File: src/rtl/core/htks_pkg.sv
// htks_pkg: shared types, codes and helpers for the Hamming top-k scan core.
// Used by htks_cell, hamming_topk_scan_core and htks_checker. No dependencies.
package htks_pkg;

    localparam int MAX_CODE_WORDS_DEF  = 32;
    localparam int TOP_DEPTH_DEF       = 1024;
    localparam int DOC_NUMBER_BITS_DEF = 20;

    localparam int WORD_W  = 64;
    localparam int WIDX_W  = 5;
    localparam int RANK_W  = 10;
    localparam int DIST_W  = 12;
    localparam int CW_W    = 6;
    localparam int TOP_W   = 11;
    localparam int CW_RESET  = 18;
    localparam int TOP_RESET = 256;

    typedef enum logic [1:0] {
        FUNC_QUERY = 2'd0,
        FUNC_DOC   = 2'd1,
        FUNC_READ  = 2'd2,
        FUNC_NONE  = 2'd3
    } func_t;

    typedef enum logic {
        REG_CODE_WORDS = 1'b0,
        REG_TOP_COUNT  = 1'b1
    } reg_idx_t;

    // read tag travelling down the cell chain
    typedef struct packed {
        logic              active;
        logic [RANK_W-1:0] rank;
    } rd_tag_t;

    function automatic logic [6:0] popcount64(input logic [WORD_W-1:0] v);
        logic [WORD_W-1:0] a;
        logic [WORD_W-1:0] b;
        logic [WORD_W-1:0] c;
        logic [6:0]        s;
        a = v - ((v >> 1) & 64'h5555_5555_5555_5555);
        b = (a & 64'h3333_3333_3333_3333) + ((a >> 2) & 64'h3333_3333_3333_3333);
        c = (b + (b >> 4)) & 64'h0F0F_0F0F_0F0F_0F0F;
        s = 7'd0;
        for (int i = 0; i < 8; i++) begin
            s = s + 7'(c[i*8 +: 8]);
        end
        return s;
    endfunction

endpackage

File: src/rtl/core/htks_cell.sv
// htks_cell: one shortlist slot of the sorted insertion chain, plus one read-bus stage.
// Depends on htks_pkg.
module htks_cell import htks_pkg::*; #(
    parameter int IDX      = 0,
    parameter int KW       = 11,
    parameter int DOC_BITS = 20
) (
    input  logic                aclk,
    input  logic                aresetn,
    input  logic                ins_v,
    input  logic [DOC_BITS-1:0] ins_doc,
    input  logic [DIST_W-1:0]   ins_dist,
    input  logic [KW-1:0]       held,
    input  logic [KW-1:0]       top,
    input  logic                prev_g,
    input  logic [DOC_BITS-1:0] prev_doc,
    input  logic [DIST_W-1:0]   prev_dist,
    output logic                g_out,
    output logic                fit_out,
    output logic [DOC_BITS-1:0] doc_out,
    output logic [DIST_W-1:0]   dist_out,
    input  rd_tag_t             rd_in,
    input  logic [DOC_BITS-1:0] rd_doc_in,
    input  logic [DIST_W-1:0]   rd_dist_in,
    output rd_tag_t             rd_out,
    output logic [DOC_BITS-1:0] rd_doc_out,
    output logic [DIST_W-1:0]   rd_dist_out
);

    logic [DOC_BITS-1:0] doc_reg;
    logic [DIST_W-1:0]   dist_reg;
    rd_tag_t             tag_reg;
    logic [DOC_BITS-1:0] rdoc_reg;
    logic [DIST_W-1:0]   rdist_reg;
    logic                slot_valid;
    logic                hit;

    assign slot_valid = KW'(IDX) < held;
    assign g_out      = !slot_valid || (dist_reg > ins_dist);
    assign fit_out    = g_out && (KW'(IDX) < top);
    assign hit        = (32'(rd_in.rank) == 32'(IDX));

    always_ff @(posedge aclk) begin
        if (ins_v && g_out) begin
            doc_reg  <= prev_g ? prev_doc  : ins_doc;
            dist_reg <= prev_g ? prev_dist : ins_dist;
        end
    end

    always_ff @(posedge aclk) begin
        if (!aresetn) begin
            tag_reg.active <= 1'b0;
        end else begin
            tag_reg.active <= rd_in.active;
        end
        tag_reg.rank <= rd_in.rank;
    end

    always_ff @(posedge aclk) begin
        rdoc_reg     <= hit ? doc_reg  : rd_doc_in;
        rdist_reg    <= hit ? dist_reg : rd_dist_in;
    end

    assign doc_out     = doc_reg;
    assign dist_out    = dist_reg;
    assign rd_out      = tag_reg;
    assign rd_doc_out  = rdoc_reg;
    assign rd_dist_out = rdist_reg;

endmodule

File: config.mk
export PLATFORM = sky130hd
export DESIGN_NAME = htks_cell
export DESIGN_NICKNAME = d
export VERILOG_FILES = /design/src/rtl/core/htks_pkg.sv /design/src/rtl/core/htks_cell.sv
export SDC_FILE = /design/constraint.sdc
export NUM_CORES = 1
export LEC_CHECK = 0
export BUFFER_PORTS_ARGS = -buffer_cell sky130_fd_sc_hd__clkbuf_2
export CORE_ASPECT_RATIO = 0.6
export CORE_MARGIN = 2
export CORE_UTILIZATION = 35
export DETAILED_ROUTE_END_ITERATION = 12
export GPL_ROUTABILITY_DRIVEN = 0
export PLACE_DENSITY = 0.81
export SKIP_CTS_REPAIR_TIMING = 1
export SLEW_MARGIN = 40
export SYNTH_ARGS = -nofsm -noshare
export SYNTH_HDL_FRONTEND = slang
export SYNTH_SLANG_ARGS = --single-unit
File: constraint.sdc
create_clock -name aclk -period 6.45 [get_ports aclk]
set_clock_uncertainty 0.2 [all_clocks]
set_input_delay 1.935 -clock aclk [delete_from_list [all_inputs] [get_ports aclk]]
set_output_delay 1.935 -clock aclk [all_outputs]
set_load 0.01 [all_outputs]
==> results.py <==
metrics = {
    "floorplanning": {
        "placeableCoreArea_um2": 8520,
        "start_util_pct": 36.2,
        "rows": 26,
        "io_pins": 210,
        "die_height_um": 76.7,
        "die_area_um2": 9600,
        "floorplan.die.width_um": 125,
    },
    "detailed_routing": {
        "wirelength_met1_um": 3470,
        "final_antenna_net_count": 0,
        "average_detailed_routed_wire_length_per_instance_um": 14.8,
        "num_vias": 2534,
        "initialDrtViolationCount": 90,
        "detailedRoute.firstPassIterationCount": 4,
        "wirelength_um": 8150,
        "route.met2.wl_um": 3990,
        "highest-signal-layer": "met4",
        "number_of_remaining_drc_errors": 0,
        "detailroute.wirelength.met3_um": 605,
        "via_per_inst": 4.61,
    },
    "critical_path": {
        "r2r_end": "doc_out[2]",
        "cp_slowest_cell": "a2111oi_2",
        "crit_path_end_kind": "output pin",
        "critPathLaunchType": "primary input",
        "regToRegStartpoint": "dist_out[5]",
        "worst-r2r-cell-count": 6,
        "worstPathArrival_ps": 3680,
        "critical_path.top_delay_family": "compound AO/OA/AOI/OAI gates",
        "worstSetupPathType": "in2out",
        "worstPathBufferInverterCount": 3,
        "cp_cell_sequence": "clkbuf_2, inv_1, ha_1, a21oi_1, o21ai_0, a2111oi_2, a211oi_1, clkbuf_2",
        "largest_fanout_of_any_net_on_the_critical_path": 3,
        "setup_slack_of_the_worst_register_to_register_path_ps": 3880,
        "worst-endpoint-required_ps": 4320,
        "crit_top_cell": "clkbuf_2",
        "largest_incremental_delay_on_the_critical_path_ps": 690,
    },
    "timing": {
        "rsz0062_at_grt": "no",
        "tightestPinTransition_ps": 645,
        "fin_crit_ps": 5820,
        "min_period_over_period_pct": 90.2,
        "report.final.slew_viol_count": 0,
        "number_of_hold_violations_in_the_final_report": 0,
        "slew_headroom_pct": 56.9,
        "final_setup_fails": 0,
        "final.setup.worst_slack_ps": 635,
        "setup_tns_ps": 0,
        "fmax_mhz": 172,
    },
    "global_route": {
        "grt_remaining_overflow": 0,
        "grt_util_all_layers_pct": 17.3,
        "maximum_number_of_pins_on_one_net_before_global_route_repair": 44,
        "via_count_of_the_first_global_routing_pass": 2680,
        "grt_first_pass_wirelength_um": 13000,
        "antenna_found_initial": 0,
    },
    "synth": {
        "synth.area.top_cells": "edfxtp_1, dfxtp_1, mux2_4",
        "syn-num-nets": 363,
        "synth.top_cell.area_share_pct": 31.2,
        "seq_area_frac_synth_pct": 59.1,
        "synth_enable_flop_cells": 32,
        "yosys.area.top_type": "edfxtp_1",
        "synthCells": 218,
        "synth_area_per_inst_um2": 14.1,
        "ys_ff_latch": 75,
        "synthFlopType": "dfxtp_1",
        "yosys.cell_types.count": 26,
        "warnings_synthesis": 0,
        "mappedNetlistArea_um2": 3080,
        "asyncSetResetFlopFracSynth_pct": 0,
    },
    "clock_tree": {
        "cts.sink_count": 75,
        "worst_skew_pair.late_latency_ps": 330,
        "clk_pin_slew_ps": 60,
        "ctsLongestPathBuffers": 2,
        "cts-htree-levels": 3,
        "cts_inserted_buffers": 9,
        "clockRootBuffer": "clkbuf_16",
        "cts_tree": "yes",
    },
    "job": {
        "maxCapViolations": 0,
    },
    "power": {
        "leakage_nw": 2.31,
        "irDropWorstVdd_v": 0.000116,
        "power_density_nw_per_um2": 256,
    },
    "placed_design": {
        "dpl_worst_slack_ps": 674,
        "port_buffers": 209,
        "hpwlAfterDp_um": 6530,
    },
    "final_layout": {
        "seq_area_um2": 1820,
        "area_of_the_multi_input_gates_um2": 1170,
        "flow.area_growth_from_synthesis_pct": 47.5,
        "layout-drive-gt1-share_pct": 64.6,
        "count_of_inserted_antenna_diode_cells": 0,
        "final_common_cell": "clkbuf_2",
        "finish.net_count": 578,
        "layout_common_cells": "clkbuf_2, dfxtp_1, edfxtp_1",
        "fillers": 740,
    },
    "worst_hold_path": {
        "hp-class": "reg2reg",
        "worst_hold_path.endpoint": "rd_doc_out[16]",
        "min_delay_path_depth": 1,
        "timing.hold.worst.start": "doc_out[16]",
    },
    "status": {
        "outcome": "finished clean",
    },
}
## cells in the mapped netlist (2+ instances only)
cell type,n
a211oi_1,2
a21oi_1,5
buf_6,3
clkbuf_1,4
dfxtp_1,43
edfxtp_1,32
ha_1,12
inv_1,12
mux2_2,24
mux2_4,28
nand2_1,14
nand4_1,3
nor2_1,3
nor4_1,7
o21ai_0,15
## worst max-delay path by stage
| stage | from | endpoint | slack [ps] | cells after the start |
|---|---|---|---|---|
| 2_1_floorplan | ins_dist[9] | fit_out | 1200 | 6 |
| 4_1_cts | ins_dist[5] | fit_out | 660 | 8 |
| 5_1_grt | ins_dist[5] | fit_out | 520 | 8 |
| 3_5_place_dp | ins_dist[5] | fit_out | 670 | 8 |
| 6_report | ins_dist[5] | fit_out | 630 | 8 |
| 3_3_place_gp | ins_dist[7] | fit_out | 740 | 8 |
## power breakdown
group	leakage (nW)	switching, W	internal [W]
Combinational	1.51	0.0000706	0.0000828
Clock	0.143	0.000204	0.000267
Sequential	0.661	0.0000124	0.000527
Total	2.31	0.000287	0.000877
## metal layers
| layer | track usage [%] | up-vias |
|---|---|---|
| met5 | 0 | - |
| met4 | 5.44 | 0 |
| met3 | 6.14 | 8 |
| met2 | 28.7 | 127 |
| met1 | 21.4 | 1173 |
| li1 | - | 1226 |
## cell type report
cell class | instances | share of cell area, %
Sequential cell | 75 | 40.1
Clock inverter | 7 | 1.21
Timing Repair Buffer | 212 | 23.9
Tap cell | 112 | 3.08
Clock buffer | 9 | 4.95
Inverter | 12 | 0.991
Multi-Input combinational cell | 123 | 25.8
## sequential cells by signal, summed over array words and instances, names as in the netlist
| name | cells |
|---|---|
| dist_out | 12 |
| rd_out | 11 |
| rd_doc_out | 20 |
| doc_out | 20 |
| rd_dist_out | 12 |
## kinds of logic (layout without fill, tap and decap cells)
| logic type | count (synthesis) | in the layout | share of synthesized area [%] |
|---|---|---|---|
| flops | 75 | 75 | 59.1 |
| mux | 52 | 52 | 22.4 |
| simple gates | 34 | 34 | 5.68 |
| compound gates | 25 | 25 | 4.75 |
| fa+ha+maj | 12 | 12 | 4.87 |
| buf+inv | 20 | 240 | 3.21 |
## per-stage QoR
stage	total power, W	cell area (um^2)	std cells	util, %	hold slack [ps]
floorplan	0.000618	3080	218	-	352
global placement	0.000696	4230	532	49.7	287
detailed placement	0.000705	4270	534	50.1	291
CTS	0.00118	4550	550	53.3	304
global route	0.00122	4550	550	53.3	314
finish	0.00116	4550	550	53.3	302
No activity file was read; power rests on OpenSTA's default activity.
